[src/rtl/sm3_pkg.sv]
// sm3_pkg: shared types, constants and functions of the sm3 hash engine
// no dependencies
`timescale 1ns / 1ps
package sm3_pkg;

  localparam logic [31:0] IV0 = 32'h7380166F;
  localparam logic [31:0] IV1 = 32'h4914B2B9;
  localparam logic [31:0] IV2 = 32'h172442D7;
  localparam logic [31:0] IV3 = 32'hDA8A0600;
  localparam logic [31:0] IV4 = 32'hA96F30BC;
  localparam logic [31:0] IV5 = 32'h163138AA;
  localparam logic [31:0] IV6 = 32'hE38DEE4D;
  localparam logic [31:0] IV7 = 32'hB0FB0E4E;
  localparam logic [31:0] TJ_LO = 32'h79CC4519;
  localparam logic [31:0] TJ_HI = 32'h7A879D8A;
  localparam logic [7:0] PAD_BYTE = 8'h80;
  localparam logic [5:0] LEN_OFFSET = 6'd56;

  // word passed from front to back
  typedef struct packed {
    logic [7:0] data;
    logic       has_byte;
    logic       is_last;
  } item_t;

  typedef enum logic [2:0] {
    ST_IDLE,
    ST_PAD,
    ST_RUN,
    ST_EMIT
  } core_state_e;

  function automatic logic [31:0] rol(input logic [31:0] x, input logic [4:0] n);
    logic [63:0] t;
    t = {x, x} << n;
    return t[63:32];
  endfunction

  function automatic logic [31:0] p0(input logic [31:0] x);
    return x ^ rol(x, 5'd9) ^ rol(x, 5'd17);
  endfunction

  function automatic logic [31:0] p1(input logic [31:0] x);
    return x ^ rol(x, 5'd15) ^ rol(x, 5'd23);
  endfunction

endpackage

[src/rtl/sm3_front.sv]
// sm3_front: input queue between the byte channel and the compression core
// depends on sm3_pkg
`timescale 1ns / 1ps
module sm3_front (
  input  logic           clk_i,
  input  logic           rst_ni,
  input  logic           push_i,
  output logic           full_o,
  input  sm3_pkg::item_t item_i,
  output logic           avail_o,
  input  logic           take_i,
  output sm3_pkg::item_t item_o
);
  sm3_pkg::item_t mem_q [4];
  logic [2:0] wr_q, rd_q;
  logic [2:0] wr_d, rd_d;

  assign full_o  = (wr_q - rd_q) == 3'd4;
  assign avail_o = wr_q != rd_q;
  assign item_o  = mem_q[rd_q[1:0]];

  // pointer update
  always_comb begin
    wr_d = wr_q + {2'b0, push_i && !full_o};
    rd_d = rd_q + {2'b0, take_i && avail_o};
  end

  always_ff @(posedge clk_i or negedge rst_ni) begin
    if (!rst_ni) begin
      wr_q <= '0;
      rd_q <= '0;
    end else begin
      wr_q <= wr_d;
      rd_q <= rd_d;
    end
  end

  // storage
  always_ff @(posedge clk_i) begin
    if (push_i && !full_o) begin
      mem_q[wr_q[1:0]] <= item_i;
    end
  end
endmodule

[src/rtl/sm3_core.sv]
// sm3_core: block gathering, padding, 64-round compression and digest output
// depends on sm3_pkg
`timescale 1ns / 1ps
module sm3_core (
  input  logic           clk_i,
  input  logic           rst_ni,
  input  logic           avail_i,
  output logic           take_o,
  input  sm3_pkg::item_t item_i,
  output logic           empty_o,
  input  logic           pop_i,
  output logic [31:0]    digest_word_o,
  output logic [2:0]     word_index_o,
  output logic           digest_done_o
);
  sm3_pkg::core_state_e state_q, state_d;
  logic [31:0] cv_q [8];
  logic [31:0] wk_q [8];          // a..h
  logic [31:0] win_q [16];        // sliding message window
  logic [5:0]  fill_q;
  logic [63:0] bits_q;
  logic [63:0] total_q;
  logic [5:0]  round_q;
  logic        final_q;           // this block ends the message
  logic        second_q;          // padding needs one more block
  logic        mark_q;            // pad byte still to be written at fill_q
  logic [2:0]  oidx_q;
  logic [31:0] wnew, wx;
  logic [31:0] a12, ss1, ss2, ffv, ggv, tt1, tt2, tj;
  logic [7:0]  pad_b;
  logic [5:0]  pad_i;

  assign empty_o       = state_q != sm3_pkg::ST_EMIT;
  assign digest_word_o = cv_q[oidx_q];
  assign word_index_o  = oidx_q;
  assign digest_done_o = oidx_q == 3'd7;
  assign take_o        = state_q == sm3_pkg::ST_IDLE && avail_i;

  // round datapath
  always_comb begin
    wnew = sm3_pkg::p1(win_q[0] ^ win_q[7] ^ sm3_pkg::rol(win_q[13], 5'd15)) ^
           sm3_pkg::rol(win_q[3], 5'd7) ^ win_q[10];
    wx   = win_q[0] ^ win_q[4];
    tj   = (round_q < 6'd16) ? sm3_pkg::TJ_LO : sm3_pkg::TJ_HI;
    a12  = sm3_pkg::rol(wk_q[0], 5'd12);
    ss1  = sm3_pkg::rol(a12 + wk_q[4] + sm3_pkg::rol(tj, round_q[4:0]), 5'd7);
    ss2  = ss1 ^ a12;
    if (round_q < 6'd16) begin
      ffv = wk_q[0] ^ wk_q[1] ^ wk_q[2];
      ggv = wk_q[4] ^ wk_q[5] ^ wk_q[6];
    end else begin
      ffv = (wk_q[0] & wk_q[1]) | (wk_q[0] & wk_q[2]) | (wk_q[1] & wk_q[2]);
      ggv = (wk_q[4] & wk_q[5]) | (~wk_q[4] & wk_q[6]);
    end
    tt1 = ffv + wk_q[3] + ss2 + wx;
    tt2 = ggv + wk_q[7] + ss1 + win_q[0];
  end

  // padding byte for the position being filled
  always_comb begin
    pad_i = fill_q;
    if (mark_q) begin
      pad_b = sm3_pkg::PAD_BYTE;
    end else if (fill_q >= sm3_pkg::LEN_OFFSET && !second_q) begin
      pad_b = total_q[8'd63 - {2'b0, fill_q[2:0], 3'b0} -: 8];
    end else begin
      pad_b = 8'h00;
    end
  end

  // next state
  always_comb begin
    state_d = state_q;
    case (state_q)
      sm3_pkg::ST_IDLE: if (avail_i) begin
        if (item_i.has_byte && fill_q == 6'd63) state_d = sm3_pkg::ST_RUN;
        else if (item_i.is_last) state_d = sm3_pkg::ST_PAD;
      end
      sm3_pkg::ST_PAD: if (fill_q == 6'd63) state_d = sm3_pkg::ST_RUN;
      sm3_pkg::ST_RUN: if (round_q == 6'd63) begin
        if (!final_q) state_d = sm3_pkg::ST_IDLE;
        else if (second_q) state_d = sm3_pkg::ST_PAD;
        else state_d = sm3_pkg::ST_EMIT;
      end
      sm3_pkg::ST_EMIT: if (pop_i && oidx_q == 3'd7) state_d = sm3_pkg::ST_IDLE;
      default: state_d = sm3_pkg::ST_IDLE;
    endcase
  end

  always_ff @(posedge clk_i or negedge rst_ni) begin
    if (!rst_ni) begin
      state_q  <= sm3_pkg::ST_IDLE;
      fill_q   <= '0;
      bits_q   <= '0;
      round_q  <= '0;
      final_q  <= 1'b0;
      second_q <= 1'b0;
      mark_q   <= 1'b0;
      oidx_q   <= '0;
      cv_q     <= '{sm3_pkg::IV0, sm3_pkg::IV1, sm3_pkg::IV2, sm3_pkg::IV3,
                    sm3_pkg::IV4, sm3_pkg::IV5, sm3_pkg::IV6, sm3_pkg::IV7};
    end else begin
      state_q <= state_d;
      case (state_q)
        // take one word from the queue
        sm3_pkg::ST_IDLE: if (avail_i) begin
          if (item_i.has_byte) begin
            fill_q <= fill_q + 6'd1;
            if (fill_q == 6'd63) begin
              round_q  <= '0;
              final_q  <= item_i.is_last;
              bits_q   <= bits_q + 64'd512;
              // padding then starts a fresh block
              second_q <= item_i.is_last;
              mark_q   <= item_i.is_last;
            end else if (item_i.is_last) begin
              final_q  <= 1'b1;
              second_q <= (fill_q + 6'd1) >= 6'd56;
              mark_q   <= 1'b1;
            end
          end else if (item_i.is_last) begin
            final_q  <= 1'b1;
            second_q <= fill_q >= 6'd56;
            mark_q   <= 1'b1;
          end
        end
        // one pad byte per cycle
        sm3_pkg::ST_PAD: begin
          fill_q <= fill_q + 6'd1;
          mark_q <= 1'b0;
          if (fill_q == 6'd63) round_q <= '0;
        end
        // one round per cycle
        sm3_pkg::ST_RUN: begin
          round_q <= round_q + 6'd1;
          if (round_q == 6'd63) begin
            for (int k = 0; k < 8; k++) begin
              cv_q[k] <= cv_q[k] ^ ((k == 0) ? tt1 : (k == 1) ? wk_q[0] :
                         (k == 2) ? sm3_pkg::rol(wk_q[1], 5'd9) : (k == 3) ? wk_q[2] :
                         (k == 4) ? sm3_pkg::p0(tt2) : (k == 5) ? wk_q[4] :
                         (k == 6) ? sm3_pkg::rol(wk_q[5], 5'd19) : wk_q[6]);
            end
            if (second_q) second_q <= 1'b0;
          end
        end
        sm3_pkg::ST_EMIT: if (pop_i) begin
          oidx_q <= oidx_q + 3'd1;
          if (oidx_q == 3'd7) begin
            cv_q    <= '{sm3_pkg::IV0, sm3_pkg::IV1, sm3_pkg::IV2, sm3_pkg::IV3,
                         sm3_pkg::IV4, sm3_pkg::IV5, sm3_pkg::IV6, sm3_pkg::IV7};
            bits_q  <= '0;
            fill_q  <= '0;
            final_q <= 1'b0;
          end
        end
        default: ;
      endcase
    end
  end

  // message window, working variables and length
  always_ff @(posedge clk_i) begin
    case (state_q)
      sm3_pkg::ST_IDLE: if (avail_i) begin
        total_q <= bits_q + {55'd0, fill_q, 3'd0} + {60'd0, item_i.has_byte, 3'd0};
        if (item_i.has_byte) begin
          win_q[fill_q[5:2]][8'd31 - {3'b0, fill_q[1:0], 3'b0} -: 8] <= item_i.data;
          if (fill_q == 6'd63) wk_q <= cv_q;
        end
      end
      sm3_pkg::ST_PAD: begin
        win_q[pad_i[5:2]][8'd31 - {3'b0, pad_i[1:0], 3'b0} -: 8] <= pad_b;
        if (fill_q == 6'd63) wk_q <= cv_q;
      end
      sm3_pkg::ST_RUN: begin
        for (int k = 0; k < 15; k++) win_q[k] <= win_q[k + 1];
        win_q[15] <= wnew;
        wk_q <= '{tt1, wk_q[0], sm3_pkg::rol(wk_q[1], 5'd9), wk_q[2],
                  sm3_pkg::p0(tt2), wk_q[4], sm3_pkg::rol(wk_q[5], 5'd19), wk_q[6]};
      end
      default: ;
    endcase
  end
endmodule

[src/rtl/sm3_hash_engine_top.sv]
// sm3_hash_engine_top: sm3 digest engine, byte queue in front of the core
// depends on sm3_pkg, sm3_front, sm3_core
//
// Usage: push one word per message byte (msg_byte_i, has_byte_i, is_last_i)
// while full is low. A word with is_last_i high ends the message; the engine
// pads it and later offers eight digest words, index 0 first, on the result
// side while empty is low; pop takes one. digest_done_o marks word 7.
// Bytes enter the core one at a time until a 64-byte block is full; the block
// is then compressed by the single shared round unit while no input is taken.
// After the last word, padding writes one byte a cycle up to the block end and
// 64 rounds follow; when the length does not fit, a second padded block and its
// 64 rounds come before the digest. A four-word queue decouples
// the input from the core. While results wait, the core holds and the queue
// fills; input stalls once it is full. Reset returns the chaining value to
// the initial value, clears counts and empties the queue.
`timescale 1ns / 1ps
module sm3_hash_engine_top (
  input  logic        clk_i,
  input  logic        rst_ni,
  input  logic        push,
  output logic        full,
  input  logic [7:0]  msg_byte_i,
  input  logic        has_byte_i,
  input  logic        is_last_i,
  output logic        empty,
  input  logic        pop,
  output logic [31:0] digest_word_o,
  output logic [2:0]  word_index_o,
  output logic        digest_done_o
);
  sm3_pkg::item_t in_item, q_item;
  logic q_avail, q_take;

  assign in_item = '{data: msg_byte_i, has_byte: has_byte_i, is_last: is_last_i};

  sm3_front u_front (
    .clk_i, .rst_ni, .push_i(push), .full_o(full), .item_i(in_item),
    .avail_o(q_avail), .take_i(q_take), .item_o(q_item)
  );

  sm3_core u_core (
    .clk_i, .rst_ni, .avail_i(q_avail), .take_o(q_take), .item_i(q_item),
    .empty_o(empty), .pop_i(pop), .digest_word_o, .word_index_o, .digest_done_o
  );
endmodule
[config.mk]
export PLATFORM = sky130hd
export DESIGN_NAME = sm3_hash_engine_top
export DESIGN_NICKNAME = d
export VERILOG_FILES = /design/src/rtl/sm3_pkg.sv /design/src/rtl/sm3_front.sv /design/src/rtl/sm3_core.sv /design/src/rtl/sm3_hash_engine_top.sv
export SDC_FILE = /design/constraint.sdc
export NUM_CORES = 2
export LEC_CHECK = 0
export BUFFER_PORTS_ARGS = -buffer_cell sky130_fd_sc_hd__clkbuf_2
export CORE_MARGIN = 5
export CORE_UTILIZATION = 45
export CTS_CLUSTER_SIZE = 16
export DETAILED_ROUTE_END_ITERATION = 12
export SLEW_MARGIN = 20
export SYNTH_ARGS = -nofsm -noshare
export SYNTH_HDL_FRONTEND = slang
export SYNTH_HIERARCHICAL = 1
export SYNTH_SLANG_ARGS = --single-unit
[constraint.sdc]
create_clock -name clk_i -period 44.4 [get_ports clk_i]
set_clock_uncertainty 0.15 [all_clocks]
set_input_delay 8.88 -clock clk_i [delete_from_list [all_inputs] [get_ports clk_i]]
set_output_delay 8.88 -clock clk_i [all_outputs]
set_load 0.005 [all_outputs]
== Word level (Yosys, flattened, before mapping) ==
Memory sizes are Yosys's and may differ from the RTL's.
Cells that the tools add are included.

* Flip-flop bits (word level): 667
* Latch bits: 0
* Memory bits (writable): 552
* ROM bits: 0
* Bits of input ports: 14
* Output and inout port bits: 38
* Word-level logic and storage cells: 272
* Memories kept: 2

* $add $sub $neg: 20
* Multipliers: 0
* Divide/modulo/power cells: 0
* Magnitude comparators: 4
* Equality and inequality tests: 20
* Shifts and indexed selects: 5
* Mux-type cells: 104
* Bitwise logic cells: 64
* Reduce and logical (&&, ||, !) cells: 26

{| class="wikitable"
|+ Memory list
! memory !! depth !! width !! rd ports !! clocked after Yosys merged registers in !! write ports !! line !! source
|-
| u_core.win_q || 16 || 32 || 16 || 0 || 16 || sm3_core.sv:19 || <nowiki>logic [31:0] win_q [16];</nowiki>
|-
| u_front.mem_q || 4 || 10 || 1 || 0 || 1 || sm3_front.sv:14 || <nowiki>sm3_pkg::item_t mem_q [4];</nowiki>
|}

{| class="wikitable"
|+ Operator list
! cell !! number
|-
| 256-bit two-way mux || 6
|-
| 256-bit one-hot mux with 3 select lines || 1
|-
| 32-bit XOR || 22
|-
| 256-bit one-hot mux with 2 select lines || 1
|-
| 64-bit two-way mux || 5
|-
| 32-bit adder || 8
|-
| 32-bit two-way mux || 8
|-
| 32-bit bitwise AND || 5
|-
| 64-bit one-hot mux with 2 select lines || 1
|-
| 32-bit binary-select mux with 3-bit select || 1
|-
| 32-bit OR || 3
|-
| 8-bit by 10-bit variable part select with 39-bit output || 2
|-
| 71-bit by 9-bit variable part select with 8-bit output || 1
|-
| 64-bit by 10-bit adder with 64-bit output (second input constant) || 1
|-
| 64-bit by 4-bit adder with 64-bit output || 1
|-
| 64-bit by 9-bit adder with 64-bit output || 1
|-
| 64-bit by 5-bit << shifter with 64-bit output || 1
|-
| 1-bit two-way mux || 56
|-
| 6-bit two-way mux || 7
|-
| 8-bit by 10-bit variable shift with 39-bit output (first input constant) || 1
|-
| 6-bit one-hot mux with 3 select lines || 2
|-
| 32-bit NOT || 1
|-
| 1-bit OR || 32
|-
| 32-bit OR reduction || 1
|-
| other kinds (37) || 75
|}

== Longest topological paths before layout ==
* Word-level depth: 12
* Gate-level depth with buffers: 44
* Gate-level depth less buffers: 38

== Modules after synthesis ==
The synthesis kept the hierarchy.

{| class="wikitable"
|+ By module, submodules not included
! module !! instances !! cells each !! area an instance (sq um) !! sequential area each (sq um)
|-
| sm3_core || 1 || 6180 || 66602.6 || 33325.7
|-
| sm3_front || 1 || 83 || 1801.7 || 1351.3
|}

== Worst setup path after synthesis ==
No wires, ideal clock.

* Kind: register to register
* From: register u_front.rd_q[1]
* To: register u_core.wk_q (netlist bit u_core/a12[0]) (enable)
* Setup time: 1.229 ns
* Arrival: 19.834 ns
* Required time: 43.021 ns
* Path slack: 23.187 ns
* Stages on the path, launching flop included: 9
* Path buffers: 1
* Period minus slack after synthesis: 21.213 ns
* Path through: dfrtp_1 -> clkbuf_1 -> inv_1 -> ha_1 -> nand3_1 -> a21oi_1 -> nor2_1 -> nand2_1 -> o21ai_0

* Word-level cells in the longest chain between the ends: 3
* Elaborated cells between the ends (all ways): 5
* Classes of those cells: 3 x eq/ne; 1 x reduce/logical; 1 x memory

{| class="wikitable"
|+ RTL lines
! element !! line !! source
|-
| start, declared || sm3_front.sv:15 || <nowiki>logic [2:0] wr_q, rd_q;</nowiki>
|-
| start signal, assigned || sm3_front.sv:34 || <nowiki>rd_q <= rd_d;</nowiki>
|-
| 3-bit inequality test || sm3_front.sv:19 || <nowiki>assign avail_o = wr_q != rd_q;</nowiki>
|-
| named net q_avail || sm3_hash_engine_top.sv:32 || <nowiki>logic q_avail, q_take;</nowiki>
|-
| 2-bit by 1-bit inequality test with 1-bit output (no source line) || -- ||
|-
| 3-bit AND reduction (no source line) || -- ||
|-
| end signal, assigned || sm3_core.sv:168 || <nowiki>if (fill_q == 6'd63) wk_q <= cv_q;</nowiki>
|-
| end signal, assigned || sm3_core.sv:173 || <nowiki>if (fill_q == 6'd63) wk_q <= cv_q;</nowiki>
|-
| end signal, assigned || sm3_core.sv:178 || <nowiki>wk_q <= '{tt1, wk_q[0], sm3_pkg::rol(wk_q[1], 5'd9), wk_q[2],</nowiki>
|-
| end, declared || sm3_core.sv:18 || <nowiki>logic [31:0] wk_q [8];</nowiki>
|}

The timed path passes the listed nets, and every way through them passes these cells.
A chain may end at the register's enable or synchronous reset.

== Final worst setup path ==
* From: register u_core.oidx_q[0], in the netlist u_core/word_index_o[0]
* To: output port digest_word_o[27]

* Word-level cells in the longest chain between the ends: 4

{| class="wikitable"
|+ RTL lines
! element !! line !! source
|-
| start, declared || sm3_core.sv:27 || <nowiki>logic [2:0] oidx_q;</nowiki>
|-
| start signal, assigned || sm3_core.sv:147 || <nowiki>oidx_q <= oidx_q + 3'd1;</nowiki>
|-
| 3-bit NOT with 4-bit output (not written as such) || sm3_core.sv:34 || <nowiki>assign digest_word_o = cv_q[oidx_q];</nowiki>
|-
| 32-bit binary-select mux with 3-bit select || sm3_core.sv:34 ||
|-
| 32-bit two-way mux (not written as such) (2 in series) || sm3_core.sv:34 ||
|-
| end, declared || sm3_hash_engine_top.sv:27 || <nowiki>output logic [31:0] digest_word_o,</nowiki>
|}

Every way passes these cells. The select of a mux whose other input is x is not followed.

==> key figures <==
Global routing
  – Initial antenna violation count: 10
  – Largest net degree at the start of global routing: 245
  – Gr ovfl total: 0
  – Global Route Usage Sum: 0.294
  – First-pass GRT wire length: 338,000 µm
  – Vias in the first global route: 46,261

Setup path
  – Crit-path slowest cell: buf_4
  – Crit path arrival time: 3.62 ns
  – Max incr delay on CP: 0.85 ns
  – Crit-path leading delay family: buffers and inverters
  – CP Max Fanout: 43
  – Setup CP Type: reg2out
  – R2r worst-path depth: 35
  – CP Cell Sequence: buf_4 > mux4_2 > mux2_2 > clkbuf_2
  – CP endpoint kind: primary output
  – Startpoint types: flop
  – Levels on crit path: 4
  – Buf/Inv on CP: 2
  – Worst Path Required: 35.37 ns

Clock network
  – CTS sink count: 1,206
  – CTS root buf: clkbuf_16
  – Worst-Skew Late Latency: 0.78 ns
  – CTS Hold Bufs: 0
  – Clock buffer depth: 3
  – Post-CTS Setup Repair Bufs: 0
  – CTS tree: done
  – # resized after CTS: 0
  – Clock Pin Slew Worst Setup and Hold Paths: 0.06 ns
  – H-tree levels: 4
  – Total CTS buffers: 136

Route
  – Detailed-route via count: 49,582
  – Post-DRT Antenna Nets: 0
  – Initial DRC Count: 5,737
  – DRT Pass-1 Iters: 6
  – DRC viols: 0
  – Detailed Route WL: 237,000 µm
  – Wire per inst: 28.5 µm
  – Vias/cell: 5.95

Die
  – Initial Util: 0.451
  – Core area: 152,000 µm²
  – Die H: 400 µm
  – Die span in x: 400 µm
  – Total die area: 160,000 µm²
  – Top Ports: 52
  – Rows: 143

Timing
  – Ratio of final minimum period to clock period: 0.285
  – WHS: 0.333 ns
  – Fin crit period: 12.65 ns
  – Slew Limit Fails: 0
  – Worst slew pin tran: 1.33 ns
  – Final Hold Viols: 0
  – Setup TNS: 0 ns
  – Rel. slew slack: 0.110
  – FMAX: 79.1 MHz
  – RSZ-0062 raised after global routing: no
  – Final Setup Violations: 0

Placement
  – Placed cell count: 8,096
  – Global placement routability congestion: 1.02
  – Dpl hpwl: 174,000 µm
  – I/O Buffers: 51

Synth
  – Gate Count Post-Synth: 6,263
  – Post-Syn Area: 68,400 µm²
  – Post-synthesis sequential area ratio: 0.507
  – Synthesized flop and latch total: 1,206
  – Async set or reset register ratio after synthesis: 0.279
  – Top cells by area, synth: edfxtp_1 38%, dfrtp_1 8.0%, a21o_1 6.1%, nand2_1 5.7%, fa_1 5.5%
  – Post-synth EDFFs: 869
  – Ys Warns: 6
  – Mapped Avg Cell Area: 10.9 µm²
  – Ys flop type: edfxtp_1
  – Area share of the largest cell type after synthesis: 0.381
  – Post-synth top area cell: edfxtp_1
  – Count of cell types in the netlist: 88
  – Syn Nets: 6,581

Cells and area
  – Synth-to-Final Area Change: 9.84%
  – Most frequent cells in the layout: 1,042 x nand2_1, 869 x edfxtp_1, 558 x a21o_1
  – Final Net Count: 6,522
  – Post-route insts no fill: 8,336
  – Share of cells above drive strength 1: 0.108
  – Commonest non-fill, non-tap cell in the layout: nand2_1

Power
  – Sw Ratio: 0.212
  – Clock share of power: 0.468
  – Sequential power share: 0.519
  – Worst VDD drop: 0.0000407 V
  – PD cells: 31.0 nW/µm²
  – Switching pwr: 0.000494 W
  – Internal: 0.00184 W
  – LEAKAGE: 31.2 nW
  – Tot Pwr: 0.00233 W
  – Logic pwr share: 0.013

Hold path
  – Worst Hold Class: reg2reg
  – Hold Crit Depth: 1

Status
  – Status: completed

Run
  – Max-cap violations: 0
-- sequential cells by signal, indices dropped and copies added, names as in the netlist, 2 cells and up --
name and flops:
u_core/a12 32, u_core/cv_q 256, u_core/round_q 6, u_front/wr_q 3
u_core/bits_q 55, u_core/state_q 2, u_front/mem_q 40, u_core/word_index_o 3
u_core/win_q 512, u_front/rd_q 3, u_core/total_q 61, u_core/fill_q 6
u_core/wk_q 224
-- path summary, 6_finish.rpt --
path,startpoint,endpoint,slack (ns)
max,u_core/word_index_o[0],digest_word_o[27],31.75
min,u_core/win_q[1][21],u_core/win_q[0][21],0.33
max reg2reg,u_core/round_q[4],u_core/cv_q[122],32.89
min reg2reg,u_core/win_q[1][21],u_core/win_q[0][21],0.33
max in group asynchronous,rst_ni,u_core/bits_q[9],34.15
min in group asynchronous,rst_ni,u_core/cv_q[60],7.97
-- per-layer routing --
layer  wire [µm]  global-route usage  vias to the layer above
met3       20400              0.0545                      370
met4       11600               0.125                        2
met1       99400               0.416                    25023
li1            -                   -                    21865
met5          13                   0                        -
met2      106000               0.446                     2322
-- power by group through the flow --
stage | sequential [W] | combinational, W | clock, W
after floorplan | 0.00123 | 0.0000155 | 0
after global placement | 0.00123 | 0.0000309 | 0
after detailed placement | 0.00123 | 0.0000318 | 0
after CTS | 0.00121 | 0.0000319 | 0.00111
after global routing | 0.00121 | 0.0000351 | 0.00116
final | 0.00121 | 0.0000311 | 0.00109
-- cell families after synthesis --
logic type	synth area share
adders and majority gates	0.0762
DFF	0.507
muxes	0.0475
AOI/OAI and AO/OA	0.129
buffers and inverters	0.0307
xor gates and xnor gates	0.0862
and+or+nand+nor	0.123
-- final cells by class --
| type | instances | area, µm² |
|---|---|---|
| tap | 2030 | 2540 |
| clock buffer | 187 | 3770 |
| clock inverter | 49 | 419 |
| multi-input combinational | 4500 | 31800 |
| inverter | 201 | 759 |
| antenna | 4 | 10.0 |
| sequential | 1206 | 34700 |
| timing repair buffer | 159 | 1140 |
| fill | 13517 | 76400 |
-- metrics by stage --
stage	utilization	instance area, µm²	setup WS, ns
6_report	0.496	75100	31.75
5_1_grt	0.496	75100	31.53
4_1_cts	0.496	75100	31.61
3_5_place_dp	0.468	70900	32.41
3_3_place_gp	0.468	70900	32.48
2_1_floorplan	-	68400	23.19
-- Yosys cell counts (all sizes together), types with 9 or more instances --
master	instances
and2	15
o31ai	13
fa	188
inv	198
and4	9
a31oi	18
o21ai	394
nand2b	23
o211ai	10
clkbuf	315
dfstp	119
dfrtp	218
nand4	33
ha	116
xnor2	332
nor2b	17
and3	99
mux2	77
nor4	12
or3	66
mux2i	40
o22ai	15
nand2	1043
a211oi	14
nor3	64
mux4	88
a21o	558
nor2	383
edfxtp	869
nand3	171
a21oi	257
xor2	318
o21bai	11
buf	41
(Power assumes the default switching activity.)
